--- src/rtl/mtf_pkg.sv ---
// Shared types and constants for the move-to-front list.
// Request and status codes, sequencer states and the storage control group.
// No dependencies.
`default_nettype none

package mtf_pkg;

  localparam int CAPACITY_DEF = 16;
  localparam int VALUE_W      = 32;

  typedef enum logic [2:0] {
    REQ_INS_FRONT = 3'd0,
    REQ_INS_BACK  = 3'd1,
    REQ_DEL_FRONT = 3'd2,
    REQ_DEL_BACK  = 3'd3,
    REQ_SEARCH    = 3'd4,
    REQ_CLEAR     = 3'd5
  } req_type_t;

  typedef enum logic [1:0] {
    ST_OK    = 2'd0,
    ST_FULL  = 2'd1,
    ST_EMPTY = 2'd2
  } status_t;

  typedef enum logic [2:0] {
    S_IDLE,
    S_SCAN_RD,
    S_SCAN_CMP,
    S_MOVE_RD,
    S_MOVE_WR,
    S_PUT_KEY,
    S_DONE
  } state_t;

  // Control group from the sequencer to the list storage.
  typedef struct packed {
    logic rd_en;
    logic wr_en;
    logic head_dec;
    logic head_inc;
  } store_ctl_t;

endpackage

`default_nettype wire

--- src/rtl/mtf_if.sv ---
// Valid/ready channels of the move-to-front list: request in, result out.
// Uses no package.
`default_nettype none

interface mtf_req_if;
  logic               valid;
  logic               ready;
  logic [2:0]         req_type;
  logic signed [31:0] value;

  modport source (output valid, req_type, value, input ready);
  modport sink   (input valid, req_type, value, output ready);
endinterface

interface mtf_rsp_if;
  logic       valid;
  logic       ready;
  logic       found;
  logic [1:0] status;
  logic [4:0] entry_total;

  modport source (output valid, found, status, entry_total, input ready);
  modport sink   (input valid, found, status, entry_total, output ready);
endinterface

`default_nettype wire

--- src/rtl/mtf_store.sv ---
// List storage: a circular buffer addressed by list position.
// Position 0 sits at the head pointer; depends on mtf_pkg for the control group.
`default_nettype none

module mtf_store #(
  parameter int CAPACITY = mtf_pkg::CAPACITY_DEF,
  localparam int IW = $clog2(CAPACITY)
) (
  input  wire logic                        clk,
  input  wire logic                        rst,
  input  wire mtf_pkg::store_ctl_t         ctl,
  input  wire logic [IW-1:0]               rd_pos,
  input  wire logic [IW-1:0]               wr_pos,
  input  wire logic [mtf_pkg::VALUE_W-1:0] wr_data,
  output logic      [mtf_pkg::VALUE_W-1:0] rd_data
);

  localparam logic [IW:0]   CAP_W  = (IW+1)'(CAPACITY);
  localparam logic [IW-1:0] LAST_P = IW'(CAPACITY - 1);

  logic [mtf_pkg::VALUE_W-1:0] mem [CAPACITY];
  logic [IW-1:0] head;
  logic [IW-1:0] head_next;
  logic [IW-1:0] rd_addr;
  logic [IW-1:0] wr_addr;
  logic [IW:0]   rd_sum;
  logic [IW:0]   wr_sum;

  // Map position to slot: head + pos, wrapped once.
  always_comb begin
    rd_sum  = {1'b0, head} + {1'b0, rd_pos};
    wr_sum  = {1'b0, head} + {1'b0, wr_pos};
    rd_addr = (rd_sum >= CAP_W) ? IW'(rd_sum - CAP_W) : rd_sum[IW-1:0];
    wr_addr = (wr_sum >= CAP_W) ? IW'(wr_sum - CAP_W) : wr_sum[IW-1:0];
  end

  always_comb begin
    head_next = head;
    if (ctl.head_dec) begin
      head_next = (head == '0) ? LAST_P : head - IW'(1);
    end else if (ctl.head_inc) begin
      head_next = (head == LAST_P) ? '0 : head + IW'(1);
    end
  end

  always_ff @(posedge clk) begin
    if (rst) begin
      head <= '0;
    end else begin
      head <= head_next;
    end
  end

  always_ff @(posedge clk) begin
    if (ctl.wr_en) begin
      mem[wr_addr] <= wr_data;
    end
    if (ctl.rd_en) begin
      rd_data <= mem[rd_addr];
    end
  end

endmodule

`default_nettype wire

--- src/rtl/move_to_front_list.sv ---
// Move-to-front list: top level with the request sequencer and result register.
// Depends on mtf_pkg, mtf_req_if / mtf_rsp_if and mtf_store.
//
//   channel | dir | payload                           | transfer when
//   --------+-----+-----------------------------------+----------------------
//   req     | in  | req_type[2:0], value[31:0]        | req.valid & req.ready
//   rsp     | out | found, status[1:0], entry_total[4:0] | rsp.valid & rsp.ready
//
// Inserts, deletes, clear, unused codes and a search of an empty list go straight
// from idle to the done state, which loads the result and returns to idle. A search
// reads and compares one entry at a time (scan read, scan compare), as there is one
// read port and one comparator; after a hit it shifts each entry ahead of the match
// down a place (move read, move write), puts the key at the front if any moved, then goes to done.
// req.ready is high only while the sequencer is idle and out of reset; a held result
// does not block the next request, which then waits in the done state for the slot.
// Reset empties the list; storage contents need no clearing.
`default_nettype none

module move_to_front_list #(
  parameter int CAPACITY = mtf_pkg::CAPACITY_DEF
) (
  input wire logic   clk,
  input wire logic   rst,
  mtf_req_if.sink    req,
  mtf_rsp_if.source  rsp
);

  localparam int IW = $clog2(CAPACITY);
  localparam int CW = $clog2(CAPACITY + 1);
  localparam logic [CW-1:0] CAP_C  = CW'(CAPACITY);
  localparam logic [IW-1:0] LAST_P = IW'(CAPACITY - 1);

  mtf_pkg::state_t     state;
  mtf_pkg::state_t     state_next;
  mtf_pkg::store_ctl_t ctl;
  mtf_pkg::status_t    status_r;
  mtf_pkg::status_t    status_next;

  logic [CW-1:0] count;
  logic [CW-1:0] count_next;
  logic [IW-1:0] idx;
  logic [IW-1:0] idx_next;
  logic [31:0]   key;
  logic [31:0]   key_next;
  logic          found_r;
  logic          found_next;
  logic          res_load;
  logic          accept;
  logic          match;
  logic          last;

  logic [IW-1:0] rd_pos;
  logic [IW-1:0] wr_pos;
  logic [31:0]   wr_data;
  logic [31:0]   rd_data;
  logic [CW+4:0] total_ext;

  mtf_store #(.CAPACITY(CAPACITY)) u_store (
    .clk     (clk),
    .rst     (rst),
    .ctl     (ctl),
    .rd_pos  (rd_pos),
    .wr_pos  (wr_pos),
    .wr_data (wr_data),
    .rd_data (rd_data)
  );

  assign req.ready = (state == mtf_pkg::S_IDLE) && !rst;
  assign accept    = req.valid && req.ready;
  assign match     = (rd_data == key);
  assign last      = ((CW'(idx) + CW'(1)) == count);
  assign res_load  = (state == mtf_pkg::S_DONE) && (!rsp.valid || rsp.ready);
  assign total_ext = {5'b0, count};

  // Next state
  always_comb begin
    state_next = state;
    case (state)
      mtf_pkg::S_IDLE: begin
        if (accept) begin
          if (mtf_pkg::req_type_t'(req.req_type) == mtf_pkg::REQ_SEARCH && count != '0) begin
            state_next = mtf_pkg::S_SCAN_RD;
          end else begin
            state_next = mtf_pkg::S_DONE;
          end
        end
      end
      mtf_pkg::S_SCAN_RD:  state_next = mtf_pkg::S_SCAN_CMP;
      mtf_pkg::S_SCAN_CMP: begin
        if (match) begin
          state_next = (idx == '0) ? mtf_pkg::S_DONE : mtf_pkg::S_MOVE_RD;
        end else if (last) begin
          state_next = mtf_pkg::S_DONE;
        end else begin
          state_next = mtf_pkg::S_SCAN_RD;
        end
      end
      mtf_pkg::S_MOVE_RD: state_next = mtf_pkg::S_MOVE_WR;
      mtf_pkg::S_MOVE_WR: begin
        state_next = (idx == IW'(1)) ? mtf_pkg::S_PUT_KEY : mtf_pkg::S_MOVE_RD;
      end
      mtf_pkg::S_PUT_KEY: state_next = mtf_pkg::S_DONE;
      mtf_pkg::S_DONE: begin
        if (res_load) begin
          state_next = mtf_pkg::S_IDLE;
        end
      end
      default: state_next = mtf_pkg::S_IDLE;
    endcase
  end

  // Storage commands and datapath updates
  always_comb begin
    ctl         = '0;
    rd_pos      = idx;
    wr_pos      = idx;
    wr_data     = key;
    count_next  = count;
    idx_next    = idx;
    key_next    = key;
    found_next  = found_r;
    status_next = status_r;
    case (state)
      mtf_pkg::S_IDLE: begin
        if (accept) begin
          key_next    = req.value;
          found_next  = 1'b0;
          status_next = mtf_pkg::ST_OK;
          idx_next    = '0;
          case (mtf_pkg::req_type_t'(req.req_type))
            mtf_pkg::REQ_INS_FRONT: begin
              if (count < CAP_C) begin
                // Last position wraps to the slot just before the head.
                ctl.wr_en    = 1'b1;
                ctl.head_dec = 1'b1;
                wr_pos       = LAST_P;
                wr_data      = req.value;
                count_next   = count + CW'(1);
              end else begin
                status_next = mtf_pkg::ST_FULL;
              end
            end
            mtf_pkg::REQ_INS_BACK: begin
              if (count < CAP_C) begin
                ctl.wr_en  = 1'b1;
                wr_pos     = count[IW-1:0];
                wr_data    = req.value;
                count_next = count + CW'(1);
              end else begin
                status_next = mtf_pkg::ST_FULL;
              end
            end
            mtf_pkg::REQ_DEL_FRONT: begin
              if (count != '0) begin
                ctl.head_inc = 1'b1;
                count_next   = count - CW'(1);
              end else begin
                status_next = mtf_pkg::ST_EMPTY;
              end
            end
            mtf_pkg::REQ_DEL_BACK: begin
              if (count != '0) begin
                count_next = count - CW'(1);
              end else begin
                status_next = mtf_pkg::ST_EMPTY;
              end
            end
            mtf_pkg::REQ_CLEAR: count_next = '0;
            default: ;
          endcase
        end
      end
      mtf_pkg::S_SCAN_RD: begin
        ctl.rd_en = 1'b1;
        rd_pos    = idx;
      end
      mtf_pkg::S_SCAN_CMP: begin
        if (match) begin
          found_next = 1'b1;
        end else if (!last) begin
          idx_next = idx + IW'(1);
        end
      end
      mtf_pkg::S_MOVE_RD: begin
        ctl.rd_en = 1'b1;
        rd_pos    = idx - IW'(1);
      end
      mtf_pkg::S_MOVE_WR: begin
        // Shift the entry above down one place toward the tail.
        ctl.wr_en = 1'b1;
        wr_pos    = idx;
        wr_data   = rd_data;
        idx_next  = idx - IW'(1);
      end
      mtf_pkg::S_PUT_KEY: begin
        ctl.wr_en = 1'b1;
        wr_pos    = '0;
        wr_data   = key;
      end
      default: ;
    endcase
  end

  always_ff @(posedge clk) begin
    if (rst) begin
      state <= mtf_pkg::S_IDLE;
      count <= '0;
    end else begin
      state <= state_next;
      count <= count_next;
    end
  end

  always_ff @(posedge clk) begin
    idx      <= idx_next;
    key      <= key_next;
    found_r  <= found_next;
    status_r <= status_next;
  end

  // Result register: hold until the transfer completes.
  always_ff @(posedge clk) begin
    if (rst) begin
      rsp.valid <= 1'b0;
    end else if (res_load) begin
      rsp.valid <= 1'b1;
    end else if (rsp.ready) begin
      rsp.valid <= 1'b0;
    end
  end

  always_ff @(posedge clk) begin
    if (res_load) begin
      rsp.found       <= found_r;
      rsp.status      <= status_r;
      rsp.entry_total <= total_ext[4:0];
    end
  end

  a_count_bound: assert property (@(posedge clk) disable iff (rst)
    count <= CAP_C)
    else $error("entry count above capacity");

  a_busy_after_req: assert property (@(posedge clk) disable iff (rst)
    accept |=> !req.ready)
    else $error("request taken while previous one still in progress");

  a_found_ok: assert property (@(posedge clk) disable iff (rst)
    (rsp.valid && rsp.found) |-> (rsp.status == mtf_pkg::ST_OK))
    else $error("found result carries an error status");

  a_empty_search: assert property (@(posedge clk) disable iff (rst)
    (accept && mtf_pkg::req_type_t'(req.req_type) == mtf_pkg::REQ_SEARCH && count == '0)
      |=> (state == mtf_pkg::S_DONE && !found_r))
    else $error("search on empty list did not finish at once");

endmodule

`default_nettype wire

--- src/flat_wrapper.sv ---
// flat-port wrapper written by rule: the top's interface ports become plain ports
module move_to_front_list_flat 
#(
  parameter int CAPACITY = mtf_pkg::CAPACITY_DEF
)
  (clk, rst, req_valid, req_req_type, req_value, req_ready, rsp_valid, rsp_found, rsp_status, rsp_entry_total, rsp_ready);
  mtf_req_if req_i ();
  mtf_rsp_if rsp_i ();
  input wire logic clk;
  input wire logic rst;
  input wire logic [$bits(req_i.valid)-1:0] req_valid;
  input wire logic [$bits(req_i.req_type)-1:0] req_req_type;
  input wire logic [$bits(req_i.value)-1:0] req_value;
  output wire logic [$bits(req_i.ready)-1:0] req_ready;
  output wire logic [$bits(rsp_i.valid)-1:0] rsp_valid;
  output wire logic [$bits(rsp_i.found)-1:0] rsp_found;
  output wire logic [$bits(rsp_i.status)-1:0] rsp_status;
  output wire logic [$bits(rsp_i.entry_total)-1:0] rsp_entry_total;
  input wire logic [$bits(rsp_i.ready)-1:0] rsp_ready;
  assign req_i.valid = req_valid;
  assign req_i.req_type = req_req_type;
  assign req_i.value = req_value;
  assign req_ready = req_i.ready;
  assign rsp_valid = rsp_i.valid;
  assign rsp_found = rsp_i.found;
  assign rsp_status = rsp_i.status;
  assign rsp_entry_total = rsp_i.entry_total;
  assign rsp_i.ready = rsp_ready;
  move_to_front_list #(.CAPACITY(CAPACITY)) u_core (.clk(clk), .rst(rst), .req(req_i), .rsp(rsp_i));
endmodule
--- config.mk ---
export PLATFORM = sky130hd
export DESIGN_NAME = move_to_front_list_flat
export DESIGN_NICKNAME = d
export VERILOG_FILES = /design/src/rtl/mtf_pkg.sv /design/src/rtl/mtf_if.sv /design/src/rtl/mtf_store.sv /design/src/rtl/move_to_front_list.sv /design/src/flat_wrapper.sv
export SDC_FILE = /design/constraint.sdc
export NUM_CORES = 1
export LEC_CHECK = 0
export ABC_AREA = 1
export BUFFER_PORTS_ARGS = -buffer_cell sky130_fd_sc_hd__buf_2
export CORE_MARGIN = 2
export CORE_UTILIZATION = 40
export DETAILED_ROUTE_END_ITERATION = 6
export GPL_ROUTABILITY_DRIVEN = 0
export SYNTH_ARGS = -nofsm -noshare
export SYNTH_HDL_FRONTEND = slang
export SYNTH_SLANG_ARGS = --single-unit
--- constraint.sdc ---
create_clock -name clk -period 6.77 [get_ports clk]
set_input_delay 2.031 -clock clk [delete_from_list [all_inputs] [get_ports clk]]
set_output_delay 2.031 -clock clk [all_outputs]
set_load 0.02 [all_outputs]
Word-level counts from Yosys, hierarchy flattened
Memory sizes are Yosys's and may differ from the RTL's. A register that Yosys moved wholly into a read port is not among the register bits.
Cells that the tools add are included.

storage, ports and cells
  register bits = 60
  bits in writable memories = 512
  input port bits = 39
  memories kept = 1

cells by class
  add/sub/neg operators = 11
  order comparisons = 3
  equal/unequal tests = 22
  muxes and demuxes = 51
  reduce and logical (&&, ||, !) cells = 26

memory list
  memory              words  width  rd ports  clocked after memory_dff  wr ports  line             text
  u_core.u_store.mem  16     32     1         1                         1         mtf_store.sv:21  logic [mtf_pkg::VALUE_W-1:0] mem [CAPACITY];

operator list
  operator                                                  number
  2-to-1 mux 32 bit                                         3
  case mux 32 bit (2 select lines)                          1
  2-to-1 mux 4 bit                                          13
  == test 32 bit                                            1
  2-to-1 mux 3 bit                                          8
  case mux 3 bit (7 select lines)                           1
  case mux 4 bit (2 select lines)                           2
  subtractor 4 x 1 -> 4 bit, second input constant          4
  == test 3 bit, second input constant                      5
  case mux 5 bit (3 select lines)                           1
  == test 3 x 2 -> 1 bit, second input constant             4
  2-to-1 mux 1 bit                                          12
  case mux 4 bit (3 select lines)                           1
  adder 4 x 4 -> 5 bit                                      2
  greater-or-equal comparator 5 bit, second input constant  2
  2-to-1 mux 5 bit                                          2
  inequality test 2 x 1 -> 1 bit, second input constant     5
  adder 4 x 1 -> 4 bit, second input constant               2
  zero test 4 bit                                           2
  OR reduction 2 bit                                        4
  == test 3 x 1 -> 1 bit, second input constant             2
  zero test 3 bit                                           2
  2-to-1 mux 2 bit                                          3
  case mux 1 bit (2 select lines)                           3
  other kinds (19)                                          28

Depth between registers and ports, before layout
Gate-level depths: netlist (run 1).

  depth after elaboration = 8
  depth in mapped cells = 18
  gate-level depth less buffers = 18

Hierarchy
From an unflattened synthesis (run 1), not the netlist that was laid out.

second synthesis, totals
  cell total of the unflattened synthesis = 2438
  area total of the unflattened synthesis = 26370.3 um^2

by module, submodules not included
  module              times used  cells each  area each (um^2)
  mtf_store           1           1941        22507.8
  move_to_front_list  1           497         3862.5

Least setup slack after synthesis (run 1)
No wires, ideal clock.

  path type = input-to-reg
  start = input rst
  end = memory u_core.u_store.mem[12][0] in the netlist's numbering (enable)
  library setup time = 0.421 ns
  arrival = 5.572 ns
  required time = 6.349 ns
  slack = 0.777 ns
  stages on the path = 13
  path buffers = 2
  path through = clkbuf_1 -> nor2_2 -> nand2_1 -> nor3_2 -> buf_4 -> nor2_1 -> a311oi_1 -> ha_1 -> inv_1 -> fa_1 -> xnor2_1 -> nand2_1 -> nor2_1

between the ends
  longest elaborated chain between the ends = 8

ends and longest elaborated chain
  element                                                                         line                       text
  from (decl)                                                                     flat_wrapper.sv:10         input wire logic rst;
  zero test 1 bit *                                                               move_to_front_list.sv:68   assign req.ready = (state == mtf_pkg::S_IDLE) && !rst;
  logical AND 1 bit *                                                             move_to_front_list.sv:68
  named net req_ready                                                             flat_wrapper.sv:14         output wire logic [$bits(req_i.ready)-1:0] req_ready;
  logical AND 1 bit *                                                             move_to_front_list.sv:69   assign accept = req.valid && req.ready;
  2-to-1 mux 4 bit                                                                move_to_front_list.sv:125  if (accept) begin
  case mux 4 bit (2 select lines)                                                 move_to_front_list.sv:123  case (state)
  adder 4 x 4 -> 5 bit                                                            mtf_store.sv:32            wr_sum = {1'b0, head} + {1'b0, wr_pos};
  subtractor 4 x 1 -> 4 bit or greater-or-equal comparator 5 bit (tied branches)  mtf_store.sv:34            wr_addr = (wr_sum >= CAP_W) ? IW'(wr_sum - CAP_W) : wr_sum[IW-1:0];
  2-to-1 mux 4 bit                                                                mtf_store.sv:34
  to (decl)                                                                       mtf_store.sv:21

Mark *: on every way through the listed nets, which the timed path passes. The rest lies on a longest branch.

Worst setup path after layout (run 1)
  start = input rst
  end = memory u_core.u_store.mem[6][8] in the netlist's numbering (enable)

between the ends
  longest elaborated chain between the ends = 8

ends and longest elaborated chain
  element                                                                         line
  zero test 1 bit *                                                               move_to_front_list.sv:68
  logical AND 1 bit *                                                             move_to_front_list.sv:68
  logical AND 1 bit *                                                             move_to_front_list.sv:69
  2-to-1 mux 4 bit                                                                move_to_front_list.sv:125
  case mux 4 bit (2 select lines)                                                 move_to_front_list.sv:123
  adder 4 x 4 -> 5 bit                                                            mtf_store.sv:32
  subtractor 4 x 1 -> 4 bit or greater-or-equal comparator 5 bit (tied branches)  mtf_store.sv:34
  2-to-1 mux 4 bit                                                                mtf_store.sv:34

Mark *: on every way between the ends. The rest lies on a longest branch, timed or not.

==> results of run 1 <==
[layout by cell type, fill, tap and decap left out, drive strengths merged]
| cell | instances |
|---|---|
| a311oi | 1 |
| inv | 220 |
| nor3 | 7 |
| mux2i | 128 |
| nand4 | 1 |
| o21a | 1 |
| xor2 | 14 |
| ha | 16 |
| nor2 | 63 |
| o21ai | 219 |
| clkinv | 31 |
| clkbuf | 65 |
| bufinv | 11 |
| a211oi | 1 |
| nand3 | 26 |
| a31oi | 32 |
| nor3b | 1 |
| nand2 | 223 |
| xnor2 | 26 |
| dfxtp | 13 |
| edfxtp | 591 |
| a22oi | 14 |
| o22ai | 4 |
| nor4 | 1 |
| or2 | 2 |
| fa | 3 |
| o31ai | 1 |
| buf | 99 |
| clkinvlp | 2 |
| and3 | 1 |
| a21oi | 186 |
| o211ai | 83 |
| a32oi | 1 |
[synthesized netlist by cell type (2+ instances only)]
cell / n / area share
o211ai_1: 83 / 0.024
o21ai_1: 2 / 0.00039
buf_2: 24 / 0.0047
inv_1: 212 / 0.031
dfxtp_1: 13 / 0.010
nand2_2: 2 / 0.00049
nor2_4: 3 / 0.0013
buf_4: 12 / 0.0035
a22oi_1: 14 / 0.0041
o22ai_1: 4 / 0.00098
nand3_1: 26 / 0.0051
or2_1: 2 / 0.00049
inv_2: 4 / 0.00059
ha_1: 16 / 0.0078
nor3_1: 6 / 0.0012
nor2_1: 58 / 0.0085
xor2_1: 14 / 0.0048
a31oi_1: 32 / 0.0078
nand2_1: 221 / 0.032
edfxtp_1: 591 / 0.69
a21oi_1: 185 / 0.036
clkbuf_1: 65 / 0.0096
fa_1: 3 / 0.0024
nor2_2: 2 / 0.00049
xnor2_1: 25 / 0.0086
mux2i_1: 128 / 0.050
o21ai_0: 216 / 0.042
buf_1: 3 / 0.00044
[power by group]
part / switching [mW] / leakage (nW) / internal [mW]
registers: 0.131 / 5.45 / 4.99
clock network: 1.41 / 1.00 / 2.04
logic: 3.37 / 3.82 / 1.34
[registers in the layout (all words and copies together) (netlist names)]
register                cells
u_core.rsp.found            1
u_core.u_store.mem        512
u_core.found_r              1
u_core.state                3
u_core.count                5
u_core.u_store.head         4
u_core.rsp.valid            1
u_core.rsp.entry_total      5
u_core.rsp.status           2
u_core.idx                  4
u_core.key                 32
u_core.u_store.rd_data     32
u_core.status_r             2
[cell type report]
type / instances / share of cell area
Clock buffer: 65 / 0.0522
Sequential cell: 604 / 0.618
Multi-Input combinational cell: 1055 / 0.220
Tap cell: 846 / 0.0363
Inverter: 217 / 0.0280
Timing Repair Buffer: 99 / 0.0270
Clock inverter: 47 / 0.0180
[worst max-delay path: stages]
cell	delay [ns]
buf_2	0.16
nor2_2	0.14
nand2_1	0.14
nor3_4	0.26
buf_4	0.58
a311oi_1	0.20
ha_1	0.25
inv_1	0.08
fa_1	0.47
inv_1	0.10
nand3_1	0.40
nor2_4	0.62
buf_12	0.25
[kinds of logic (layout without fill, tap and decap cells)]
| family | count (synthesis) | count (layout) |
|---|---|---|
| AO/OA/AOI/OAI | 543 | 543 |
| XOR/XNOR | 40 | 40 |
| adder cells (fa/ha/maj) | 19 | 19 |
| buffers and inverters | 321 | 428 |
| flip-flops | 604 | 604 |
| multiplexers | 128 | 128 |
| AND/OR/NAND/NOR | 325 | 325 |
[per-stage QoR]
| stage | instances | cell area (sq um) | utilization |
|---|---|---|---|
| 3_5_place_dp | 2821 | 27100 | 0.429 |
| 4_1_cts | 2933 | 29100 | 0.462 |
| 6_report | 2933 | 29100 | 0.462 |
| 5_1_grt | 2933 | 29100 | 0.462 |
| 2_1_floorplan | 1980 | 25500 | - |
| 3_3_place_gp | 2821 | 27100 | 0.429 |
[routing by layer]
| layer | part of all wire | GRT usage | vias up |
|---|---|---|---|
| met5 | 0 | 0 | - |
| met2 | 0.44 | 0.290 | 594 |
| li1 | - | - | 7280 |
| met4 | 0.017 | 0.0438 | 0 |
| met3 | 0.089 | 0.0456 | 83 |
| met1 | 0.45 | 0.281 | 7720 |
[worst max path at each step]
stage | slack (ns) | depth (start not counted) | endpoint
2_1_floorplan | 0.78 | 13 | u_core.u_store.mem[12][0]
3_3_place_gp | 0.88 | 13 | u_core.u_store.mem[6][1]
3_5_place_dp | 0.82 | 13 | u_core.u_store.mem[7][26]
4_1_cts | 1.41 | 13 | u_core.u_store.mem[6][8]
5_1_grt | 1.15 | 13 | u_core.u_store.mem[6][8]
6_report | 1.36 | 13 | u_core.u_store.mem[6][8]
==> out/results.ini, run 1 <==
[run_status]
status = completed

[yosys]
ys_seq_area_frac = 0.705
synth-xor-area-share = 0.0145
ys_seq_elements = 604
synthCells = 1980
avgSynthCellArea_sq_um = 12.9
synth-compound-area-share = 0.119
synth_edf_count = 591
ys_types = 42
yosysWarnings = 0
synth_top_family_by_area = compound AO/OA/AOI/OAI gates
synth.mux.area_fraction = 0.0502
synth_ff_type = edfxtp_1
synthArstFlopShare = 0
syn_area_sq_um = 25500
synth_nets = 2038
yosys.area_share.simple = 0.0515
yosys.area_share.adder = 0.0102

[final_layout]
fin_nets = 2095
syn2layout_area_growth_pct = 14.1
drive_above_1_share = 0.109
nFillCells = 5611
regArea_sq_um = 18000
multi_input_area_sq_um = 6420
antenna_cells = 0

[sta]
skew_ns = 0.0233
rsz0062_at_grt = no
timing.final.crit_share = 0.799
tns_ns = 0
slew_viol_final = 0
fmax_mhz = 185
setup_viol = 0
fin_hold_ws_ns = 0.418
tightest_slew_ns = 1.49
hold_viol_final = 0
relSlewSlack = 0.00957
period_minus_slack_ns = 5.41
layout_setup_ws_ns = 1.36

[place]
post-dp-hpwl_microns = 39100
io_buffers = 48
pre_cts_ws_ns = 0.819

[route]
detail_route.vias_per_cell = 5.35
wirelength_microns = 64200
drc = 0
antenna_left = 0
firstDrtPassIters = 5
vias = 15677
wire_per_inst_microns = 21.9
drt_iter0_markers = 1512

[cts]
clkTransAtPathRegs_ns = 0.06
cts_buffers = 60
post_cts_buffers = 0
cts-root-buf = clkbuf_16
cts_tree = yes
cts_max_path_buffers = 3
cts_hold_buf = 0
cts.sinks = 604
ctsResizeCount = 0
clkLatencyLatePin_ns = 0.63
h-tree-depth = 2

[global_routing]
grt_max_degree = 143
antenna_found_initial = 0
grt_pass1_wl_microns = 95600
grt_overflow_total = 0
grt_use_total = 0.192
grt_pass1_vias = 15152

[critical_path]
critPathLaunch = rst
worstPathArrival_ns = 5.72
reg2reg_to = u_core.u_store.rd_data[20]
crit_required_ns = 7.08
critPathKind = in -> reg
r2r-start = u_core.idx[0]
regToRegSetupSlack_ns = 2.03
cp-start-kind = primary input
r2r_cells = 9
cp_max_fo = 37
worst_setup_path_end_kind = flop

[floorplan]
rows = 92
io_pins = 49
dieHeight_microns = 257
coreArea_sq_um = 63100
die_width_microns = 257
die_area_sq_um = 65900
start_util = 0.405

[power_and_ir_drop]
vdd_drop_max_mv = 0.317
power.leakage_nw = 10.3
p_total_mw = 13.3
power_density_nw_per_um2 = 456

[worst_hold_path]
whs_endpoint = u_core.rsp.status[1]
hp-start = u_core.status_r[1]
worstHoldPathType = reg -> reg
hold_depth = 0

[job]
drv_cap = 0

Note: power is estimated with default switching activity, not from simulation.
==> run 2, diff against run 1 <==
==> constraint.sdc (replaced) <==
create_clock -name clk -period 5.6 [get_ports clk]
set_input_delay 1.68 -clock clk [delete_from_list [all_inputs] [get_ports clk]]
set_output_delay 1.68 -clock clk [all_outputs]
set_load 0.02 [all_outputs]
==> run 2 against run 1 <==
Compared with the run above:
- flip-flop and latch count stayed put
- combinational power is 20% higher
- final area hardly changed
- critical endpoint is now u_core.u_store.mem[10][6]
- largest power group unchanged
==> out/results.ini, run 2 (synthesis results as in run 1) <==
[cts]
cts-root-buf = clkbuf_16
cts.sinks = 604
cts_buffers = 60
post_cts_buffers = 0
h-tree-depth = 2
cts_tree = yes
ctsResizeCount = 0
cts_max_path_buffers = 3
clkTransAtPathRegs_ns = 0.06
clkLatencyLatePin_ns = 0.62
cts_hold_buf = 0

[critical_path]
worstPathArrival_ns = 4.92
endpoint = u_core.u_store.mem[10][6]
regToRegSetupSlack_ns = 1.42
reg2reg_to = u_core.u_store.mem[10][6]
crit_required_ns = 5.88
worst_setup_path_end_kind = flop
r2r-start = u_core.state[2]
cp-start-kind = primary input
critPathKind = in -> reg
r2r_cells = 14
cp_max_fo = 37
critPathLaunch = rst

[route]
drt_iter0_markers = 1521
wire_per_inst_microns = 20.6
firstDrtPassIters = 5
antenna_left = 0
vias = 15676
drc = 0
detail_route.vias_per_cell = 5.33
wirelength_microns = 60600

[sta]
hold_viol_final = 0
slew_viol_final = 0
timing.final.crit_share = 0.829
skew_ns = 0.0210
fmax_mhz = 215
layout_setup_ws_ns = 0.955
relSlewSlack = 0.0971
setup_viol = 0
period_minus_slack_ns = 4.64
tightest_slew_ns = 1.35
rsz0062_at_grt = no

[power_and_ir_drop]
power_switching_mw = 5.77
p_comb_frac = 0.360
power.share.clock = 0.247
vdd_drop_max_mv = 0.373
power.leakage_nw = 10.3
p_total_mw = 15.7
internal_power_mw = 9.96
power_density_nw_per_um2 = 540
p_seq_frac = 0.394
p_sw_frac = 0.367

[global_routing]
grt_use_total = 0.184
antenna_found_initial = 2
grt_pass1_wl_microns = 92600
grt_max_degree = 108
grt_pass1_vias = 15040
grt_overflow_total = 0

[final_layout]
fin_nets = 2110
antenna_cells = 0
syn2layout_area_growth_pct = 14.1
layout_common_cells = edfxtp_1 (591), nand2_1 (221), inv_1 (211)
largest_reg_flops = 512
drive_above_1_share = 0.110
top_regs = u_core.u_store.mem x512, u_core.key x32, u_core.u_store.rd_data x32
largest_register = u_core.u_store.mem
mostFrequentLayoutCell = edfxtp_1

[floorplan]
coreArea_sq_um = 63100
die_width_microns = 257
rows = 92
die_area_sq_um = 65900
dieHeight_microns = 257
io_pins = 49
start_util = 0.405

[run_status]
status = completed

[place]
post-dp-hpwl_microns = 39300
pre_cts_ws_ns = 0.330
io_buffers = 48

[job]
drv_cap = 0

[worst_hold_path]
worstHoldPathType = reg -> reg

-- run 2: worst max-delay path, cell delays in order --
cell and delay (ns):
buf_2 0.16, nor2_2 0.15, nand2_1 0.15, nor3_4 0.25, buf_4 0.47, a311oi_1 0.18
ha_1 0.24, inv_1 0.08, fa_1 0.47, inv_1 0.10, nand3_1 0.41, nor2_4 0.25
buf_4 0.29
-- run 2: area by class of cell --
| type | count | area, sq um |
|---|---|---|
| fillers | 5678 | 33900 |
| well taps | 846 | 1060 |
| clock buffers | 74 | 1580 |
| inverters | 217 | 817 |
| clock inverters | 32 | 305 |
| flip-flops and latches | 604 | 18000 |
| repair buffers | 114 | 948 |
| multi-input cells | 1055 | 6420 |
-- run 2: worst min path at each step --
stage                       startpoint                    to  slack (ns)  depth (start not counted)
CTS                 u_core.status_r[0]  u_core.rsp.status[0]        0.43                          0
global placement    u_core.status_r[1]  u_core.rsp.status[1]        0.40                          0
floorplan               u_core.found_r      u_core.rsp.found        0.40                          0
detailed placement  u_core.status_r[0]  u_core.rsp.status[0]        0.41                          0
global route        u_core.status_r[1]  u_core.rsp.status[1]        0.44                          0
finish              u_core.status_r[0]  u_core.rsp.status[0]        0.42                          0
-- run 2: power groups by stage --
stage          Clock (mW)  Sequential (mW)  Combinational [mW]
4_1_cts              3.97             6.19                5.67
6_report             3.88             6.19                5.66
3_3_place_gp            0             6.27                5.56
5_1_grt              4.13             6.22                6.25
3_5_place_dp            0             6.28                5.65
2_1_floorplan           0             6.24                3.60
-- run 2: routing by layer --
| metal | GRT usage | share of wire | up-vias |
|---|---|---|---|
| li1 | - | - | 7316 |
| met5 | 0 | 0 | - |
| met1 | 0.283 | 0.48 | 7788 |
| met3 | 0.0304 | 0.065 | 78 |
| met2 | 0.268 | 0.43 | 494 |
| met4 | 0.0488 | 0.021 | 0 |
-- run 2: stage by stage --
stage	std cells	setup TNS, ns	hold slack, ns	utilization	area [sq um]
after floorplan	1980	-18.56	0.400	-	25500
after global placement	2836	0	0.401	0.432	27300
after detailed placement	2836	0	0.411	0.432	27300
after CTS	2942	0	0.427	0.462	29100
after global routing	2942	0	0.439	0.462	29100
final	2942	0	0.423	0.462	29100
